**src/hw/rtl/swmm_pkg.sv**
```systemverilog
package swmm_pkg;

   localparam int WINDOW_MAX   = 1024;
   localparam int SAMPLE_WIDTH = 32;

   // window position and length widths
   localparam int POS_W = (WINDOW_MAX > 1) ? $clog2(WINDOW_MAX) : 1;
   localparam int LEN_W = $clog2(WINDOW_MAX + 1);

   // register field widths
   localparam int CFG_LEN_W    = 11;
   localparam int CFG_LEN_RST  = 100;
   localparam int CSR_ADDR_W   = 3;
   localparam int CSR_DATA_W   = 32;

   typedef logic signed [SAMPLE_WIDTH-1:0] sample_type;

   typedef enum logic [0:0] {
      REG_WINDOW_LENGTH = 1'b0,
      REG_MODE          = 1'b1
   } reg_index_type;

   typedef enum logic [1:0] {
      ST_IDLE,
      ST_SCAN,
      ST_FINISH
   } seq_state_type;

   // settings handed from the register block to the sequencer
   typedef struct packed {
      logic [LEN_W-1:0] length;   // effective window length, 1 to WINDOW_MAX
      logic             mode_max; // 1 tracks the maximum
      logic             restart;  // pulse on a window_length write
   } cfg_type;

   // a is strictly more extreme than b
   function automatic logic beats(input logic mode_max, input sample_type a,
                                  input sample_type b);
      beats = mode_max ? (a > b) : (a < b);
   endfunction

endpackage

```
**src/hw/rtl/swmm_cell.sv**
```systemverilog
module swmm_cell import swmm_pkg::*; (
   input  logic       clock,
   input  logic       shift_en,
   input  sample_type d_in,
   output sample_type q
);

   sample_type cell_ff;
   sample_type cell_in;

   // take the neighbour's sample on every shift, hold otherwise
   always_comb begin
      cell_in = shift_en ? d_in : cell_ff;
   end

   always_ff @(posedge clock) begin
      cell_ff <= cell_in;
   end

   assign q = cell_ff;

endmodule

```
**config.mk**
```make
export PLATFORM = sky130hd
export DESIGN_NAME = swmm_cell
export DESIGN_NICKNAME = d
export VERILOG_FILES = /design/src/hw/rtl/swmm_pkg.sv /design/src/hw/rtl/swmm_cell.sv
export SDC_FILE = /design/constraint.sdc
export NUM_CORES = 1
export LEC_CHECK = 0
export BUFFER_PORTS_ARGS = -buffer_cell sky130_fd_sc_hd__buf_2
export CAP_MARGIN = 20
export CORE_MARGIN = 1
export CORE_UTILIZATION = 39
export CTS_CLUSTER_DIAMETER = 150
export DETAILED_ROUTE_END_ITERATION = 10
export GPL_TIMING_DRIVEN = 0
export PLACE_DENSITY_LB_ADDON = 0.05
export SYNTH_ARGS = -nofsm -noshare
export SYNTH_HDL_FRONTEND = slang
export SYNTH_SLANG_ARGS = --single-unit
```
**constraint.sdc**
```tcl
create_clock -name clock -period 0.8 [get_ports clock]
set_input_delay 0.04 -clock clock [delete_from_list [all_inputs] [get_ports clock]]
set_output_delay 0.04 -clock clock [all_outputs]
set_load 0.1 [all_outputs]
```
### Word level (Yosys, flattened, before mapping)

Cells that the tools add are included.

* register bits: 32
* input bits: 34
* output and inout bits: 32

### Depth between registers and ports, before layout

Gate-level depths: netlist of run 1.

* word-level depth: 0
* mapped depth: 0
* depth with buffers taken out: 0

### Worst setup path after synthesis of run 1

No wires, ideal clock.

* path kind: reg2out
* start: register cell_ff[0] (netlist: q[0])
* end: output port q[0]
* arrival: 0.904 ns
* setup slack: -0.144 ns
* cell stages (with the launch flop): 1
* buffers on the path: 0
* path through: edfxtp_1

RTL lines
* from (decl): line swmm_cell.sv:8 `sample_type cell_ff;`
* from (signal assigned): line swmm_cell.sv:17 `cell_ff <= cell_in;`
* to (decl): line swmm_cell.sv:5 `output sample_type q`

No word-level cell between the ends.

### Final worst setup path of run 1

* start: register cell_ff[0] (netlist: q[0])
* end: output port q[0]

No word-level cell between the ends.

==> results.toml, run 1 <==
[run_status]
status = "finished, violations left"
violations = "setup timing"

[power]
power_density_nw_per_um2 = 2288
power.total_uw = 4326
leakage_uw = 0.0007972
peakVddDrop_mv = 2.061

[routing]
wire_per_inst_um = 13.89
first_pass_iters = 3
ant_nets = 0
routed_wl_um = 2292
viasPerCell = 4.261
initialDrtViolationCount = 16
via_count = 703
drc = 0

[worst_hold_path]
min_from = "shift_en"
hold_path.class = "input pin to flip-flop"

[die]
die_h_um = 51.64
core_area_um2 = 2276
die_area_um2 = 2666
ios = 66
die_x_um = 51.64
rows = 17
initial_core_util_pct = 42.22

[synth]
syn_nets = 66
yosysUniqueCellTypes = 1
yosysMostFrequentCell = "edfxtp_1"
synth_largest_area_cell = "edfxtp_1"
synthCells = 32
synth_edf_count = 32
synthFlopType = "edfxtp_1"
synthTopCellsByCount = "edfxtp_1"
synth.area.top_cells = "edfxtp_1"
async_reset_ff_share_pct = 0
avgSynthCellArea_um2 = 30.03
yosysTopAreaCellShare_pct = 100.0
synth_seq_area_share_pct = 100.0
ys_warn_count = 0
ys_ff_latch = 32
syn-cell-area_um2 = 960.9

[timing]
rsz0062_at_grt = "yes"
finalHoldViolCount = 0
layout_setup_ws_ns = -0.1851
whs_ns = 0.2890
relSlewSlack_pct = 55.79
worstMarginPinSlew_ns = 0.6631
setup-tns-final_ns = -4.759
finalCriticalPeriod_ns = 0.9851
period_share_pct = 123.1
fmaxAchievable_ghz = 1.015
setup_violations = 32
finalMaxSlewViolations = 0

[critical_path]
crit_fanout = 1
required_ns = 0.76
critPathSlowestCell = "edfxtp_1"
endpoint_kind = "primary output"
cp-start-kind = "flip-flop"
cpPeakStageDelay_ns = 0.42
crit_type = "flip-flop to primary output"
worstSetupStartpoint = "q[0]"
crit_family = "flip-flops"
crit_chain = "buf_6"
cp_num_buf_inv = 1
worstPathArrival_ns = 0.95

[grt]
grt_max_degree = 33
grt_use_total_pct = 19.59
grt_pass1_vias = 744
grt_pass1_wl_um = 3408
antenna_found_initial = 0
overflow = 0

[placed_design]
gp_congestion = 0.6680
place_inst = 125
io_buffers = 65

[cells_and_area]
drive_gt1_share_pct = 51.09
stdcell_count = 165
antenna_cells = 0
multi_input_area_um2 = 0
largest_reg_flops = 32
finalNetCount = 170
syn_to_final_growth_pct = 96.74
num-multi-input-gates = 0
fill_cells = 132
postLayoutCoreUtil_pct = 83.07

[clocking]
clock-sinks = 32
cts.clk_slew.worst_paths_ns = 0.09
cts_inserted_buffers = 5
cts_tree = "built"
cts_root_buf = "clkbuf_4"
cts_buffer_depth = 2
cts_setup_buffers = 0
h-tree-depth = 2

[flow_run]
drv_cap = 0
layout by cell type (no fill, tap or decap):
cell type and instances:
clkbuf_4 5, clkinv_1 1, buf_2 33, edfxtp_1 32
buf_6 32, clkbuf_1 2, dlygate4sd3_1 32
metal layers:
layer	up-vias	wire [µm]	global-route usage, %
met5	-	0	0
met4	0	0	6.757
met3	0	199	8.772
met2	46	1254	34.63
met1	321	838	20.44
li1	336	-	-
kinds of logic (layout without fill, tap and decap cells):
kind of cell | count (synthesis) | in the layout | synth area share [%]
DFF | 32 | 32 | 100.0
buffers and inverters | 0 | 105 | 0
report_power, final:
group	total, µW	internal [µW]	switching [µW]
combinational	1460	395	1060
clock	811	337	473
sequential	2060	1990	63.5
metrics by stage:
stage,setup WS (ns),cell area [µm²]
2_1_floorplan,-0.1440,960.9
3_3_place_gp,-0.1562,1321
3_5_place_dp,-0.1679,1321
4_1_cts,-0.1879,1891
5_1_grt,-0.2297,1891
6_report,-0.1851,1891
timing repair:
action                                 CTS  global route
endpoints found under the hold margin   32             0
resized for setup                       64             0
setup endpoints to repair               32            32
pin swaps                                0             0
hold buffers                            32             0
area by class of cell:
class,instances,area [µm²],share of cell area [%]
well taps,28,35.03,1.853
clock inverters,1,3.754,0.1985
repair buffers,97,845.8,44.74
clock buffers,7,45.04,2.383
flip-flops and latches,32,960.9,50.83
path summary, 6_finish.rpt:
path | to | slack [ns] | cells past startpoint
worst max-delay path | q[0] | -0.19 | 1
worst min-delay path | q[18] | 0.29 | 1
(Power assumes the default switching activity.)
==> run 2, diff against run 1 <==
--- a/config.mk
+++ b/config.mk
@@ -12,7 +12,7 @@
 export CTS_CLUSTER_DIAMETER = 150
 export DETAILED_ROUTE_END_ITERATION = 10
 export GPL_TIMING_DRIVEN = 0
-export PLACE_DENSITY_LB_ADDON = 0.05
+export PLACE_DENSITY = 0.74
 export SYNTH_ARGS = -nofsm -noshare
 export SYNTH_HDL_FRONTEND = slang
 export SYNTH_SLANG_ARGS = --single-unit
==> run 2 against run 1 <==
  * The run still ends with setup timing left
  * Die area is the same
  * Cell area up 0.13%
  * Wire length increased by 12%
  * Critical endpoint is now q[5]
==> results.toml, run 2 (synthesis gave the netlist of run 1 again) <==
[run_status]
status = "finished, violations left"
violations = "setup timing"

[routing]
wire_per_inst_um = 15.52
routed_wl_um = 2560
viasPerCell = 4.418
drc = 0
first_pass_iters = 3
initialDrtViolationCount = 4
via_count = 729
ant_nets = 0

[cells_and_area]
final_cell_mix = "buf_2, dlygate4sd3_1, buf_6, edfxtp_1, clkbuf_4"
antenna_cells = 0
multi_input_area_um2 = 0
fill_cells = 105
largest_reg_flops = 32
num-multi-input-gates = 0
postLayoutCoreUtil_pct = 83.18
drive_gt1_share_pct = 52.55
final_common_cell = "buf_2"
finalNetCount = 170
syn_to_final_growth_pct = 97.01

[die]
core_area_um2 = 2276
initial_core_util_pct = 42.22
die_x_um = 51.64
rows = 17
die_area_um2 = 2666
die_h_um = 51.64
ios = 66

[clocking]
cts_inserted_buffers = 5
cts_root_buf = "clkbuf_4"
cts_buffer_depth = 2
clock-sinks = 32
cts.clk_slew.worst_paths_ns = 0.10
cts_tree = "built"
h-tree-depth = 2

[grt]
overflow = 0
grt_max_degree = 33
grt_use_total_pct = 22.00
antenna_found_initial = 0
grt_pass1_wl_um = 3774
grt_pass1_vias = 788

[critical_path]
cpPeakStageDelay_ns = 0.43
worstPathArrival_ns = 0.96
endpoint_kind = "primary output"
critPathSlowestCell = "edfxtp_1"
required_ns = 0.76
cp_num_buf_inv = 1
crit_chain = "buf_6"
cp-start-kind = "flip-flop"
crit_family = "flip-flops"
crit_fanout = 1
crit_type = "flip-flop to primary output"

[timing]
finalHoldViolCount = 0
finalCriticalPeriod_ns = 0.9962
worstMarginPinSlew_ns = 0.6764
setup_violations = 32
period_share_pct = 124.5
rsz0062_at_grt = "yes"
fmaxAchievable_ghz = 1.004
finalMaxSlewViolations = 0
layout_setup_ws_ns = -0.1962
relSlewSlack_pct = 54.91

[worst_hold_path]
hold_path.class = "input pin to flip-flop"

[placed_design]
dp_slack_ns = -0.1690
gp_congestion = 0.6135
io_buffers = 65

[power]
power_density_nw_per_um2 = 2299
peakVddDrop_mv = 1.930
leakage_uw = 0.0008027

[flow_run]
drv_cap = 0
[run 2: cell count changes in the layout (fill, tap and decap cells not counted)]
cell / change
clkbuf_1: -2
clkinv_2: +2
[run 2: final timing paths]
check / from / to / depth (start not counted)
worst min-delay path: shift_en / q[25] / 1
worst max-delay path: q[5] / q[5] / 1
[run 2: final cells by class]
class	count	area [µm²]	area share [%]
Sequential cell	32	960.9	50.76
Clock buffer	5	37.54	1.983
Clock inverter	3	13.76	0.7270
Timing Repair Buffer	97	845.8	44.68
Tap cell	28	35.03	1.851
[run 2: metrics by stage]
stage	cell area [µm²]	power [µW]	hold WS, ns	cells	TNS, ns
final	1893	4352	0.2882	165	-5.044
after global placement	1321	3221	0.2168	125	-4.108
after global routing	1893	4507	0.2927	165	-6.647
after detailed placement	1321	3236	0.2181	125	-5.380
after CTS	1893	4347	0.3002	165	-5.200
after floorplan	960.9	3015	0.1389	32	-4.609
[run 2: metal layers]
metal,part of all wire [%],GRT usage [%],up-vias
met5,0,0,-
met4,1.0,8.559,0
met3,7.6,10.82,2
met2,59,41.99,48
met1,33,19.00,344
li1,-,-,335
[run 2: timing repair]
| action | 4_1_cts | 5_1_grt |
|---|---|---|
| hold buffers | 32 | 0 |
| setup buffers | 0 | 0 |
| resized for setup | 64 | 0 |
| pin swaps | 0 | 0 |
| gates cloned | 0 | 0 |
| setup endpoints to repair | 32 | 32 |
| hold endpoints to repair | 32 | 0 |
[run 2: power breakdown]
part / leakage (µW) / switching, µW / internal, µW
Combinational: 0.000457 / 1070 / 395
Clock: 0.0000324 / 502 / 322
Sequential: 0.000313 / 66.0 / 2000
==> run 3, diff against run 2 <==
--- a/config.mk
+++ b/config.mk
@@ -12,7 +12,7 @@
 export CTS_CLUSTER_DIAMETER = 150
 export DETAILED_ROUTE_END_ITERATION = 10
 export GPL_TIMING_DRIVEN = 0
-export PLACE_DENSITY = 0.74
+export PLACE_DENSITY = 0.76
 export SYNTH_ARGS = -nofsm -noshare
 export SYNTH_HDL_FRONTEND = slang
 export SYNTH_SLANG_ARGS = --single-unit
==> run 3 against run 2 <==
  * The run still ends with setup timing left
  * Critical endpoint is now q[15]
  * Sequential cell count stayed put
  * Count of clock-buffer cells in the layout is 2 higher
  * Power is 0.60% lower
  * Cell count stayed put
==> results.toml, run 3 (synthesis gave the netlist of run 1 again) <==
[die]
ios = 66
core_area_um2 = 2276
die_h_um = 51.64
die_x_um = 51.64
rows = 17
die_area_um2 = 2666
initial_core_util_pct = 42.22

[clocking]
cts_setup_buffers = 0
cts_buffer_depth = 2
clock-sinks = 32
cts.clk_slew.worst_paths_ns = 0.09
cts_tree = "built"
cts_root_buf = "clkbuf_4"
h-tree-depth = 2
cts_inserted_buffers = 5

[cells_and_area]
multi_input_area_um2 = 0
postLayoutCoreUtil_pct = 83.07
final_common_cell = "buf_2"
largest_reg_flops = 32
final_cell_mix = "buf_2, dlygate4sd3_1, buf_6, edfxtp_1, clkbuf_4"
fill_cells = 124
syn_to_final_growth_pct = 96.74
drive_gt1_share_pct = 51.09
num-multi-input-gates = 0
antenna_cells = 0
finalNetCount = 170

[grt]
antenna_found_initial = 0
grt_pass1_vias = 807
grt_max_degree = 33
overflow = 0
grt_pass1_wl_um = 3608
grt_use_total_pct = 21.15

[routing]
routed_wl_um = 2439
ant_nets = 0
first_pass_iters = 3
drc = 0
viasPerCell = 4.461
wire_per_inst_um = 14.78
initialDrtViolationCount = 5
via_count = 736

[critical_path]
required_ns = 0.76
crit_chain = "buf_6"
endpoint_kind = "primary output"
cp-start-kind = "flip-flop"
crit_type = "flip-flop to primary output"
critPathSlowestCell = "edfxtp_1"
worstPathArrival_ns = 0.93
crit_fanout = 1
cpPeakStageDelay_ns = 0.41
crit_family = "flip-flops"
cp_num_buf_inv = 1

[timing]
worstMarginPinSlew_ns = 0.6724
fmaxAchievable_ghz = 1.029
period_share_pct = 121.4
setup-tns-final_ns = -4.853
finalMaxSlewViolations = 0
setup_violations = 32
relSlewSlack_pct = 55.18
rsz0062_at_grt = "yes"
layout_setup_ws_ns = -0.1715
finalCriticalPeriod_ns = 0.9715
whs_ns = 0.2958
finalHoldViolCount = 0

[run_status]
violations = "setup timing"
status = "finished, violations left"

[power]
power_density_nw_per_um2 = 2288
leakage_uw = 0.0007972
peakVddDrop_mv = 1.910

[placed_design]
gp_congestion = 0.6521
io_buffers = 65

[worst_hold_path]
hold_path.class = "input pin to flip-flop"

[flow_run]
drv_cap = 0
run 3: changes by cell type in the layout (fill, tap and decap cells not counted):
cell / before / now
clkbuf_1: 0 / 2
clkinv_2: 2 / 0
run 3: path summary, 6_finish.rpt:
kind | from | to | slack (ns) | cells past startpoint
hold / removal | shift_en | q[14] | 0.30 | 1
setup / recovery | q[15] | q[15] | -0.17 | 1
run 3: routing by layer:
metal	share of wire (%)	wire length, µm	track usage, %
met1	32	789	17.73
met2	56	1354	38.96
met3	10	249	11.11
met4	1.9	46	11.26
met5	0	0	0
run 3: timing repair:
action	CTS	global route
resized for setup	64	0
endpoints found under the hold margin	32	0
pin swaps	0	0
hold buffers	32	0
endpoints found under the setup margin	32	32
run 3: cell type report:
cell class              instances  area, µm²  area share (%)
clock buffers                   7      45.04           2.383
clock inverters                 1      3.754          0.1985
well taps                      28      35.03           1.853
repair buffers                 97      845.8           44.74
flip-flops and latches         32      960.9           50.83
run 3: report_power, final:
group / internal, µW / switching, µW / total (µW)
clock: 337 / 466 / 803
combinational: 395 / 1070 / 1460
sequential: 2000 / 64.5 / 2060
total: 2730 / 1600 / 4330
run 3: stage by stage:
| step | setup slack, ns | area, µm² | instances | power [µW] |
|---|---|---|---|---|
| final | -0.1715 | 1891 | 165 | 4325 |
| after global routing | -0.2205 | 1891 | 165 | 4484 |
| after CTS | -0.1985 | 1891 | 165 | 4355 |
| after detailed placement | -0.1682 | 1321 | 125 | 3233 |
| after global placement | -0.1349 | 1321 | 125 | 3220 |
| after floorplan | -0.1440 | 960.9 | 32 | 3015 |
