File: config.mk
export PLATFORM = sky130hd
export DESIGN_NAME = swmm_seq
export DESIGN_NICKNAME = d
export VERILOG_FILES = /design/src/hw/rtl/swmm_pkg.sv /design/src/hw/rtl/swmm_seq.sv
export SDC_FILE = /design/constraint.sdc
export NUM_CORES = 1
export LEC_CHECK = 0
export BUFFER_PORTS_ARGS = -buffer_cell sky130_fd_sc_hd__buf_2
export CAP_MARGIN = 20
export CORE_MARGIN = 5
export CORE_UTILIZATION = 55
export CTS_CLUSTER_DIAMETER = 30
export DETAILED_ROUTE_END_ITERATION = 7
export MAX_ROUTING_LAYER = met4
export PLACE_DENSITY_LB_ADDON = 0.1
export SYNTH_ARGS = -nofsm -noshare
export SYNTH_HDL_FRONTEND = slang
export SYNTH_SLANG_ARGS = --single-unit
File: constraint.sdc
create_clock -name clock -period 6.6 [get_ports clock]
set_clock_uncertainty 0.1 [all_clocks]
set_input_delay 0.66 -clock clock [delete_from_list [all_inputs] [get_ports clock]]
set_output_delay 0.66 -clock clock [all_outputs]
set_load 0.005 [all_outputs]
File: src/hw/rtl/swmm_pkg.sv
package swmm_pkg;

   localparam int WINDOW_MAX   = 1024;
   localparam int SAMPLE_WIDTH = 32;

   // window position and length widths
   localparam int POS_W = (WINDOW_MAX > 1) ? $clog2(WINDOW_MAX) : 1;
   localparam int LEN_W = $clog2(WINDOW_MAX + 1);

   // register field widths
   localparam int CFG_LEN_W    = 11;
   localparam int CFG_LEN_RST  = 100;
   localparam int CSR_ADDR_W   = 3;
   localparam int CSR_DATA_W   = 32;

   typedef logic signed [SAMPLE_WIDTH-1:0] sample_type;

   typedef enum logic [0:0] {
      REG_WINDOW_LENGTH = 1'b0,
      REG_MODE          = 1'b1
   } reg_index_type;

   typedef enum logic [1:0] {
      ST_IDLE,
      ST_SCAN,
      ST_FINISH
   } seq_state_type;

   // settings handed from the register block to the sequencer
   typedef struct packed {
      logic [LEN_W-1:0] length;   // effective window length, 1 to WINDOW_MAX
      logic             mode_max; // 1 tracks the maximum
      logic             restart;  // pulse on a window_length write
   } cfg_type;

   // a is strictly more extreme than b
   function automatic logic beats(input logic mode_max, input sample_type a,
                                  input sample_type b);
      beats = mode_max ? (a > b) : (a < b);
   endfunction

endpackage

File: src/hw/rtl/swmm_seq.sv
module swmm_seq import swmm_pkg::*; (
   input  logic       clock,
   input  logic       reset,
   input  cfg_type    cfg,
   input  logic       req_valid,
   output logic       req_ready,
   input  sample_type req_sample,
   input  logic       req_restart,
   output logic       rsp_valid,
   input  logic       rsp_ready,
   output sample_type rsp_extreme,
   input  sample_type head_q,
   output sample_type tail_d,
   output logic       shift_en
);

   localparam logic [POS_W-1:0] LAST_STEP = POS_W'(WINDOW_MAX - 1);

   seq_state_type state_ff, state_in;

   logic [POS_W-1:0] step_ff;
   logic             awaiting_ff;
   logic [POS_W-1:0] pos_ff;
   sample_type       cur_ff;
   logic             rsp_valid_ff;

   // per-item working registers
   sample_type       key_ff;
   sample_type       old_ff;
   logic             aw_ff;
   logic [POS_W-1:0] ipos_ff;
   sample_type       popped_ff;
   sample_type       best_ff;
   logic             found_ff;
   sample_type       match_ff;
   sample_type       rsp_extreme_ff;

   logic             accept;
   logic             out_free;
   logic             finish_go;
   logic             aw_new;
   logic [POS_W-1:0] pos_base;
   logic [POS_W-1:0] pos_start;
   logic             at_pos;
   logic             in_win;
   logic             fill;
   sample_type       elem;
   sample_type       result;
   logic [LEN_W-1:0] pos_inc;

   // next state
   always_comb begin
      state_in = state_ff;
      case (state_ff)
         ST_IDLE: begin
            if (req_valid) state_in = ST_SCAN;
         end
         ST_SCAN: begin
            if (step_ff == LAST_STEP) state_in = ST_FINISH;
         end
         ST_FINISH: begin
            if (out_free) state_in = ST_IDLE;
         end
         default: state_in = ST_IDLE;
      endcase
   end

   // outputs of the sequencer
   always_comb begin
      req_ready = 1'b0;
      shift_en  = 1'b0;
      finish_go = 1'b0;
      case (state_ff)
         ST_IDLE:   req_ready = 1'b1;
         ST_SCAN:   shift_en  = 1'b1;
         ST_FINISH: finish_go = out_free;
         default: begin
            req_ready = 1'b0;
         end
      endcase
   end

   assign out_free = !rsp_valid_ff || rsp_ready;
   assign accept   = req_valid && req_ready;

   // a restart pulse in the same cycle (req_restart or a window_length write) restarts this beat too
   always_comb begin
      aw_new    = awaiting_ff | req_restart | cfg.restart;
      pos_base  = (req_restart || cfg.restart) ? '0 : pos_ff;
      pos_start = (LEN_W'(pos_base) >= cfg.length) ? '0 : pos_base;
   end

   // element at the head, with the prefill and the new sample laid over it
   always_comb begin
      at_pos = (step_ff == ipos_ff);
      in_win = (LEN_W'(step_ff) < cfg.length);
      fill   = at_pos || (aw_ff && in_win);
      elem   = fill ? key_ff : head_q;
      tail_d = elem;
   end

   always_comb begin
      if (beats(cfg.mode_max, key_ff, old_ff)) begin
         result = key_ff;
      end else if (!beats(cfg.mode_max, old_ff, popped_ff)) begin
         result = found_ff ? match_ff : best_ff;
      end else begin
         result = old_ff;
      end
      pos_inc = LEN_W'(ipos_ff) + LEN_W'(1);
   end

   always_ff @(posedge clock) begin
      if (reset) begin
         state_ff     <= ST_IDLE;
         step_ff      <= '0;
         awaiting_ff  <= 1'b1;
         pos_ff       <= '0;
         cur_ff       <= '0;
         rsp_valid_ff <= 1'b0;
         found_ff     <= 1'b0;
      end else begin
         state_ff <= state_in;
         if (cfg.restart) begin
            awaiting_ff <= 1'b1;
            pos_ff      <= '0;
         end
         if (accept) begin
            step_ff  <= '0;
            found_ff <= 1'b0;
         end
         if (shift_en) begin
            step_ff <= step_ff + POS_W'(1);
            if (in_win && !found_ff && !beats(cfg.mode_max, old_ff, elem)) begin
               found_ff <= 1'b1;
            end
         end
         if (finish_go) begin
            cur_ff       <= result;
            awaiting_ff  <= 1'b0;
            pos_ff       <= (pos_inc >= cfg.length) ? '0 : POS_W'(pos_inc);
            rsp_valid_ff <= 1'b1;
         end else if (rsp_ready) begin
            rsp_valid_ff <= 1'b0;
         end
      end
   end

   always_ff @(posedge clock) begin
      if (accept) begin
         key_ff  <= req_sample;
         aw_ff   <= aw_new;
         ipos_ff <= pos_start;
         old_ff  <= aw_new ? req_sample : cur_ff;
      end
      if (shift_en) begin
         if (at_pos) popped_ff <= aw_ff ? key_ff : head_q;
         if (in_win) begin
            if (step_ff == '0 || beats(cfg.mode_max, elem, best_ff)) best_ff <= elem;
            if (!found_ff && !beats(cfg.mode_max, old_ff, elem)) match_ff <= elem;
         end
      end
      if (finish_go) rsp_extreme_ff <= result;
   end

   assign rsp_valid   = rsp_valid_ff;
   assign rsp_extreme = rsp_extreme_ff;

endmodule

# Word-level counts from Yosys, hierarchy flattened
# Index checks and enable logic that the tools add are counted.
dict set report totals {
  reg_bits 260
  latchBits 0
  ramBits 0
  rom_bits 0
  elab_cells 88
  memories 0
}
dict set report op_classes {
  add_sub_neg 2
  multipliers 0
  div 0
  magnitude_cmp 11
  n_eq_ne 7
  shifts 0
  n_mux 30
  n_bitwise 2
  n_reduce_logical 21
}
# cell n
set op_table {}
lappend op_table {{$mux 32} 6}
lappend op_table {{$gt 32x32->1} 4}
lappend op_table {{$lt 32x32->1} 4}
lappend op_table {{$mux 10} 6}
lappend op_table {{$mux 1} 14}
lappend op_table {{$add 10x1->11 const B} 1}
lappend op_table {{$ge 10x11->1} 1}
lappend op_table {{$ge 11x11->1} 1}
lappend op_table {{$lt 10x11->1} 1}
lappend op_table {{$add 10x1->10 const B} 1}
lappend op_table {{$eq 10x10->1} 1}
lappend op_table {{$eq 10x10->1 const B} 1}
lappend op_table {{$logic_not 10->1} 1}
lappend op_table {{$reduce_and 3->1} 3}
lappend op_table {{$mux 2} 3}
lappend op_table {{$ne 2x2->1 const B} 3}
lappend op_table {{$pmux 2 s3} 1}
lappend op_table {{$reduce_bool 2->1} 3}
lappend op_table {{$logic_and 1x1->1} 5}
lappend op_table {{$logic_or 1x1->1} 4}
lappend op_table {{$logic_not 1->1} 3}
lappend op_table {{$eq 2x1->1 const B} 1}
lappend op_table {{$eq 2x2->1 const B} 1}
lappend op_table {{$logic_not 2->1} 1}
lappend op_table {{2 further kinds} 3}

# Longest topological paths before layout
# Gate-level depths: netlist (run 1).
dict set report logic_depth {
  word_depth 10
  ltp_mapped 20
  ltp_nobuf 19
}

# Worst setup path after synthesis (run 1)
# OpenSTA, ideal clock, no wires.
dict set report synth_path {
  path_type {input to register}
  from {input port cfg[11] (netlist name)}
  to {register match_ff[0] (enable)}
  setup_ns 0.392
  arrival_time_ns 5.230
  t_required_ns 6.108
  setup_slack_ns 0.878
  cell_stages 18
  cell_sequence {inv_1 > ha_1 > and4_1 > a32oi_1 > a31oi_4 > clkbuf_1 > mux2i_1 > ha_1 > a21o_1 > a21o_1 > a221oi_1 > o21ai_0 > nor4_1 > a32o_1 > a31o_1 > xor2_1 > mux2_1 > and3b_1}
}
dict set report synth_via {
  elab_chain_len 9
}
# element line
set synth_lines {}
lappend synth_lines {{start: declaration} swmm_seq.sv:4} ;# input cfg_type cfg,
lappend synth_lines {{$lt 10x11->1 (*)} swmm_seq.sv:96} ;# in_win = (LEN_W'(step_ff) < cfg.length);
lappend synth_lines {{$logic_and 1x1->1} swmm_seq.sv:97} ;# fill = at_pos || (aw_ff && in_win);
lappend synth_lines {{$logic_or 1x1->1} swmm_seq.sv:97}
lappend synth_lines {{$mux 32} swmm_seq.sv:98} ;# elem = fill ? key_ff : head_q;
lappend synth_lines {{$lt 32x32->1 or $gt 32x32->1 (tied branches)} swmm_pkg.sv:39} ;# beats = mode_max ? (a > b) : (a < b);
lappend synth_lines {{$mux 1} swmm_pkg.sv:39}
lappend synth_lines {{$logic_not 1->1} swmm_seq.sv:160} ;# if (!found_ff && !beats(cfg.mode_max, old_ff, elem)) match_ff <= elem;
lappend synth_lines {{$logic_and 1x1->1} swmm_seq.sv:160}
lappend synth_lines {{$reduce_and 3->1 (no source line) (*)} n/a}
lappend synth_lines {{end signal: assignment} swmm_seq.sv:160}
lappend synth_lines {{end: declaration} swmm_seq.sv:35} ;# sample_type match_ff;
# Every way passes the cells marked *; elsewhere a longest branch is shown, timed or not.
# A chain may end at the register's enable or synchronous reset.

# Worst setup path in the final report (run 1)
dict set report layout_path {
  from {register step_ff[2]}
  to {register match_ff[26] (enable)}
}
dict set report layout_via {
  elab_chain_len 9
}
# element line
set layout_lines {}
lappend layout_lines {{start: declaration} swmm_seq.sv:21} ;# logic [POS_W-1:0] step_ff;
lappend layout_lines {{start signal: assignment} swmm_seq.sv:133} ;# step_ff <= step_ff + POS_W'(1);
lappend layout_lines {{$lt 10x11->1} swmm_seq.sv:96}
lappend layout_lines {{$logic_and 1x1->1} swmm_seq.sv:97}
lappend layout_lines {{$logic_or 1x1->1} swmm_seq.sv:97}
lappend layout_lines {{$mux 32} swmm_seq.sv:98}
lappend layout_lines {{$lt 32x32->1 or $gt 32x32->1 (tied branches)} swmm_pkg.sv:39}
lappend layout_lines {{$mux 1} swmm_pkg.sv:39}
lappend layout_lines {{$logic_not 1->1} swmm_seq.sv:160}
lappend layout_lines {{$logic_and 1x1->1} swmm_seq.sv:160}
lappend layout_lines {{$reduce_and 3->1 (no source line) (*)} n/a}
# Marks and branches as above.

==> reports/qor.txt, run 1 <==
outcome = completed
syn_nets = 1676
VDD IR-drop max = 0.000316 V
worst slack, placed = 0.546 ns
GRT Total Usage = 27.4%
number of H-tree levels = 2
antenna cells = 0
Final ANT Viol Nets = 0
Synth async-reset ratio = 0%
Crit Path Category = reg -> reg
Worst EP required = 6.77 ns
Setup WS post-layout = 0.702 ns
largest net degree at the start of global routing = 82
cts repair resizes = 0
clk sinks = 260
chip height = 178 um
Area Overhead vs Synth = 20.7%
commonest non-fill, non-tap cell in the layout = edfxtp_1
Pwr per Cell Area = 286 mW/mm2
EDFF count, synth = 203
final period utilization = 89.4%
Final Hold Viols = 0
initial antenna violation count = 0
Yosys warnings = 0
worst hold path class = in -> reg
CTS tree = done
top_reg_cell synth = edfxtp_1
Post-CTS Setup Bufs = 0
global-route wire length before repair = 66.1 mm
Achievable Freq = 170 MHz
R2R setup slack = 0.70 ns
per-cell routed wire length = 21.1 um
I/O Buffers = 148
worst skew pair latency = 0.55 ns
fin. max-slew vios = 0
Static Leak = 7.98 nW
largest fanout on the critical path = 27
MaxCap Viol Count = 0
Distinct cells, synth = 64
via count = 11894
Final nets = 1844
Worst slew margin = 21.1%
Pre-antenna DRT Iters = 5
Mapped Area = 0.0156 mm2
hpwl dp = 30.2 mm
gr ovfl total = 0
drt drc = 0
#FFs+latches synth = 260
FP Rows = 61
Final GP Congestion = 0.930
Finish-stage setup viols = 0
Setup TNS Final = 0 ns
commonest non-fill, non-tap cells in the layout = 203 x edfxtp_1, 157 x inv_1, 156 x o21ai_0, 156 x ha_1, 149 x buf_2
Chip Width = 178 um
Tightest Pin Transition = 1.18 ns
number of global-route vias before repair = 11813
post-DR vias/cell = 5.86
clock tree buffer depth = 3
CTS Buf Count = 58
post-layout min period = 5.90 ns
sequential share of the synthesized area = 46.4%
# IOs = 149
cts hold-fix bufs = 0
ratio of cells with drive above 1 in the final layout = 23.3%
Worst Path Arrival = 6.07 ns
CP startpoint kind = flip-flop
die area = 0.0318 mm2
DRT Wirelength = 42.9 mm
clk root buf = clkbuf_16
post-synthesis cell count = 1438
CTS clock-pin slew for the worst setup and hold paths = 0.05 ns
DR iter-0 viols = 907
RSZ-0062 raised after global routing = false
CP endpoint kind = flip-flop
Initial Util = 56.0%
CORE AREA = 0.0279 mm2
Avg Cell Area, Syn = 10.8 um2
[area by class of cell]
cell class | instances | area [um2]
Inverter | 160 | 602
Fill cell | 2163 | 9040
Clock buffer | 67 | 1530
Clock inverter | 40 | 502
Multi-Input combinational cell | 958 | 7570
Timing Repair Buffer | 168 | 913
Tap cell | 378 | 473
Sequential cell | 260 | 7240
[report_power, final]
part	leakage, nW	switching (mW)	internal, mW
clock	0.968	0.912	2.03
combinational	4.66	0.339	0.202
sequential	2.35	0.0497	1.85
total	7.98	1.30	4.08
[worst paths after layout]
kind	from	to	depth (start not counted)
worst min register to register	pos_ff[2]	pos_ff[2]	2
worst max register to register	step_ff[2]	match_ff[26]	20
worst max-delay path	step_ff[2]	match_ff[26]	20
worst min-delay path	req_sample[22]	key_ff[22]	1
[kinds of logic (layout without fill, tap and decap cells)]
group	count (synthesis)	count (layout)	synth area share [%]
AO/OA/AOI/OAI	324	324	13.6
AND/OR/NAND/NOR	316	316	11.2
flip-flops	260	260	46.4
buffers and inverters	220	435	5.46
adder cells (fa/ha/maj)	159	159	12.7
multiplexers	134	134	9.18
XOR/XNOR	25	25	1.40
[registers in the layout, summed over array words and instances, names as in the netlist]
register / flops
best_ff: 32
state_ff: 2
rsp_extreme: 32
cur_ff: 32
popped_ff: 32
aw_ff: 1
key_ff: 32
awaiting_ff: 1
found_ff: 1
old_ff: 32
rsp_valid: 1
match_ff: 32
step_ff: 10
pos_ff: 10
ipos_ff: 10
[through the flow]
step / util, % / hold slack [ns] / instance area [um2] / std cells / power, mW
floorplan: - / 0.330 / 15600 / 1438 / 2.25
global placement: 60.2 / 0.343 / 16800 / 1921 / 2.45
detailed placement: 60.2 / 0.360 / 16800 / 1922 / 2.45
CTS: 67.5 / 0.182 / 18800 / 2029 / 5.40
global route: 67.6 / 0.183 / 18800 / 2031 / 5.57
finish: 67.6 / 0.197 / 18800 / 2031 / 5.38
[synthesized netlist by cell type, drive strengths merged (10+ instances only)]
cell type	n	area, um2
nand4	26	163
nor3b	29	218
dfxtp	57	1140
nor4	10	62.6
edfxtp	203	6100
o21a	14	105
ha	156	1950
inv	159	597
mux2i	62	621
and2	19	119
nand3b	34	255
mux2	72	811
a21o	31	233
nor3	15	86.3
nor2b	13	81.3
nor2	45	169
nand3	30	150
o211ai	35	413
o21ai	162	811
a211oi	10	75.1
clkbuf	51	193
a21oi	36	180
nand2	69	262
xnor2	18	158
[critical path, cell delays in order (launching register included)]
cell,delay (ns)
dfxtp_1,0.50
ha_1,0.31
a21oi_1,0.15
o21ai_1,0.11
a32oi_1,0.63
a31oi_4,0.31
buf_12,0.28
mux2_2,0.30
inv_1,0.06
ha_1,0.32
nand4_1,0.12
nor3_1,0.31
nand2_1,0.13
nor4_1,0.42
o21ai_0,0.17
a32o_1,0.24
a31o_1,0.20
xor2_1,0.15
mux2_1,0.36
and3b_1,0.21
buf_4,0.22
[routing by layer]
layer	GRT usage (%)	up-vias	share of wire (%)	routed length (um)
met1	38.0	5770	46	19500
met3	4.26	85	6.4	2740
li1	-	5645	-	-
met5	-	-	0	0
met4	7.74	0	2.6	1130
met2	42.3	394	45	19500
No activity file was read; power rests on OpenSTA's default activity.
==> run 2, diff against run 1 <==
CELL_PAD_IN_SITES_DETAIL_PLACEMENT = 0   (was unset)
CELL_PAD_IN_SITES_GLOBAL_PLACEMENT = 1   (was unset)
CORE_UTILIZATION = 48   (was 55)
==> run 2 against run 1 <==
Highest routed layer unchanged. Total power up 12%. Worst setup slack worse by 0.37 ns. Final cell count rose by 4.5%. Non-clock buffer count rose by 1. Final area increased by 3.0%. Sequential share of layout area is 1.1 points lower. Fmax down 5.8%. Via count up 0.58%. Global-route usage fell by 1.2 points. Die area rose by 14%. Sequential cell count did not move.
==> reports/qor.txt, run 2 (synthesis results as in run 1) <==
outcome = completed (unchanged)
CP max stage cell = nor4_1 (was a32oi_1)
commonest non-fill, non-tap cell in the layout = edfxtp_1 (unchanged)
chip height = 190 um (was 178 um)
CTS Buf Count = 72 (was 58)
final period utilization = 94.9% (was 89.4%)
CTS tree = done (unchanged)
Crit Path Category = reg -> reg (unchanged)
number of H-tree levels = 3 (was 2)
# IOs = 149 (unchanged)
worst slack, placed = 0.0678 ns (was 0.546 ns)
cell family with most CP delay = compound AO/OA/AOI/OAI gates (unchanged)
Worst Path Arrival = 6.46 ns (was 6.07 ns)
post-layout min period = 6.26 ns (was 5.90 ns)
largest fanout on the critical path = 25 (was 27)
Setup WS post-layout = 0.337 ns (was 0.702 ns)
Area Overhead vs Synth = 24.3% (was 20.7%)
Setup TNS Final = 0 ns (unchanged)
Buf+Inv Stages, Crit Path = 3 (unchanged)
largest net degree at the start of global routing = 66 (was 82)
hpwl dp = 31.7 mm (was 30.2 mm)
initial antenna violation count = 1 (was 0)
per-cell routed wire length = 21.8 um (was 21.1 um)
Worst EP required = 6.80 ns (was 6.77 ns)
I/O Buffers = 148 (unchanged)
via count = 11963 (was 11894)
Final nets = 1859 (was 1844)
CORE AREA = 0.0323 mm2 (was 0.0279 mm2)
die area = 0.0362 mm2 (was 0.0318 mm2)
cts hold-fix bufs = 0 (unchanged)
CTS clock-pin slew for the worst setup and hold paths = 0.05 ns (about the same)
Worst R2R Start = step_ff[2] (unchanged)
ratio of cells with drive above 1 in the final layout = 24.0% (was 23.3%)
Tightest Pin Transition = 0.982 ns (was 1.18 ns)
cts repair resizes = 0 (unchanged)
VDD IR-drop max = 0.000178 V (was 0.000316 V)
Post-CTS Setup Bufs = 0 (unchanged)
MaxCap Viol Count = 0 (unchanged)
clk sinks = 260 (unchanged)
Slowest Stage Delay on Critical Path = 0.71 ns (was 0.63 ns)
Cell Chain, Critical Path = ha_1 -> a21oi_1 -> o21ai_1 -> a32oi_1 -> a31oi_4 -> buf_4 -> mux2_2 -> inv_1 -> ha_1 -> nand4_1 -> nor3_1 -> nand2_1 -> nor4_1 -> o21ai_0 -> a32o_1 -> a31o_1 -> xor2_1 -> mux2_1 -> and3b_2 -> buf_12 (was ha_1 -> a21oi_1 -> o21ai_1 -> a32oi_1 -> a31oi_4 -> buf_12 -> mux2_2 -> inv_1 -> ha_1 -> nand4_1 -> nor3_1 -> nand2_1 -> nor4_1 -> o21ai_0 -> a32o_1 -> a31o_1 -> xor2_1 -> mux2_1 -> and3b_1 -> buf_4)
Finish-stage setup viols = 0 (unchanged)
Achievable Freq = 160 MHz (was 170 MHz)
CP endpoint kind = flip-flop (unchanged)
worst skew pair latency = 0.58 ns (was 0.55 ns)
global-route wire length before repair = 71.1 mm (was 66.1 mm)
GRT Total Usage = 26.3% (was 27.4%)
post-DR vias/cell = 5.64 (was 5.86)
Chip Width = 190 um (was 178 um)
cell mode on critical path = ha_1 (unchanged)
Final GP Congestion = 0.884 (was 0.930)
FP Rows = 66 (was 61)
fin. max-slew vios = 0 (unchanged)
Final Hold Viols = 0 (unchanged)
Pwr per Cell Area = 312 mW/mm2 (was 286 mW/mm2)
Final ANT Viol Nets = 0 (unchanged)
Worst Setup SP = step_ff[2] (unchanged)
clk root buf = clkbuf_16 (unchanged)
Static Leak = 8.23 nW (was 7.98 nW)
Pre-antenna DRT Iters = 5 (unchanged)
Worst slew margin = 34.5% (was 21.1%)
RSZ-0062 raised after global routing = false (unchanged)
DR iter-0 viols = 893 (was 907)
gr ovfl total = 0 (unchanged)
CP startpoint kind = flip-flop (unchanged)
number of global-route vias before repair = 12133 (was 11813)
Initial Util = 48.3% (was 56.0%)
clock tree buffer depth = 3 (unchanged)
commonest non-fill, non-tap cells in the layout = 203 x edfxtp_1, 157 x inv_1, 156 x o21ai_0, 156 x ha_1, 148 x buf_2 (was 203 x edfxtp_1, 157 x inv_1, 156 x o21ai_0, 156 x ha_1, 149 x buf_2)
worst hold path class = in -> reg (unchanged)
DRT Wirelength = 46.3 mm (was 42.9 mm)
Fillers = 2713 (was 2163)
drt drc = 0 (unchanged)
Hold Startpoint = req_sample[16] (was req_sample[22])
-- run 2: changes by cell type in the layout (fill, tap and decap cells not counted), moves of 4 or more --
cell,delta
clkinvlp_4,-4
bufinv_16,+4
clkinv_1,+6
clkbuf_16,+14
-- run 2: worst paths after layout --
check / to / slack, ns / cells after the start
hold reg to reg: pos_ff[0] / 0.37 / 2
setup reg to reg: match_ff[26] / 0.34 / 20
setup / recovery: match_ff[26] / 0.34 / 20
hold / removal: key_ff[16] / 0.18 / 1
-- run 2: worst register-to-register path, stage by stage, from the launching register on --
cell	delay, ns
dfxtp_1	0.49
ha_1	0.31
a21oi_1	0.15
o21ai_1	0.12
a32oi_1	0.58
a31oi_4	0.23
buf_4	0.25
mux2_2	0.30
inv_1	0.06
ha_1	0.35
nand4_1	0.14
nor3_1	0.32
nand2_1	0.13
nor4_1	0.71
o21ai_0	0.22
a32o_1	0.26
a31o_1	0.19
xor2_1	0.14
mux2_1	0.37
and3b_2	0.33
buf_12	0.22
-- run 2: per-stage QoR --
stage | instances | utilization, % | area, um2 | hold WS (ns) | power (mW)
floorplan | 1438 | - | 15600 | 0.330 | 2.25
global placement | 1988 | 52.2 | 16900 | 0.342 | 2.46
detailed placement | 1988 | 52.2 | 16900 | 0.354 | 2.47
CTS | 2120 | 60.0 | 19400 | 0.152 | 6.09
global route | 2122 | 60.0 | 19400 | 0.153 | 6.27
finish | 2122 | 60.0 | 19400 | 0.178 | 6.05
-- run 2: report_power, final --
part / total (mW) / internal (mW) / switching, mW / leakage, nW
clock: 3.61 / 2.55 / 1.05 / 1.22
combinational: 0.544 / 0.202 / 0.342 / 4.66
sequential: 1.90 / 1.85 / 0.0518 / 2.35
total: 6.05 / 4.60 / 1.45 / 8.23
-- run 2: final cells by class --
type / instances / area [um2] / area share (%)
Multi-Input combinational cell: 958 / 7570 / 39.0
Inverter: 160 / 602 / 3.10
Timing Repair Buffer: 169 / 908 / 4.69
Sequential cell: 260 / 7240 / 37.3
Antenna cell: 1 / 2.50 / 0.0129
Clock buffer: 82 / 1860 / 9.59
Tap cell: 442 / 553 / 2.85
Clock inverter: 50 / 653 / 3.37
-- run 2: routing by layer --
layer / GRT usage, % / up-vias / share of wire [%]
met2: 39.7 / 405 / 45
met4: 8.15 / 0 / 2.3
met5: - / - / 0
li1: - / 5682 / -
met3: 5.97 / 84 / 6.8
met1: 35.7 / 5792 / 46
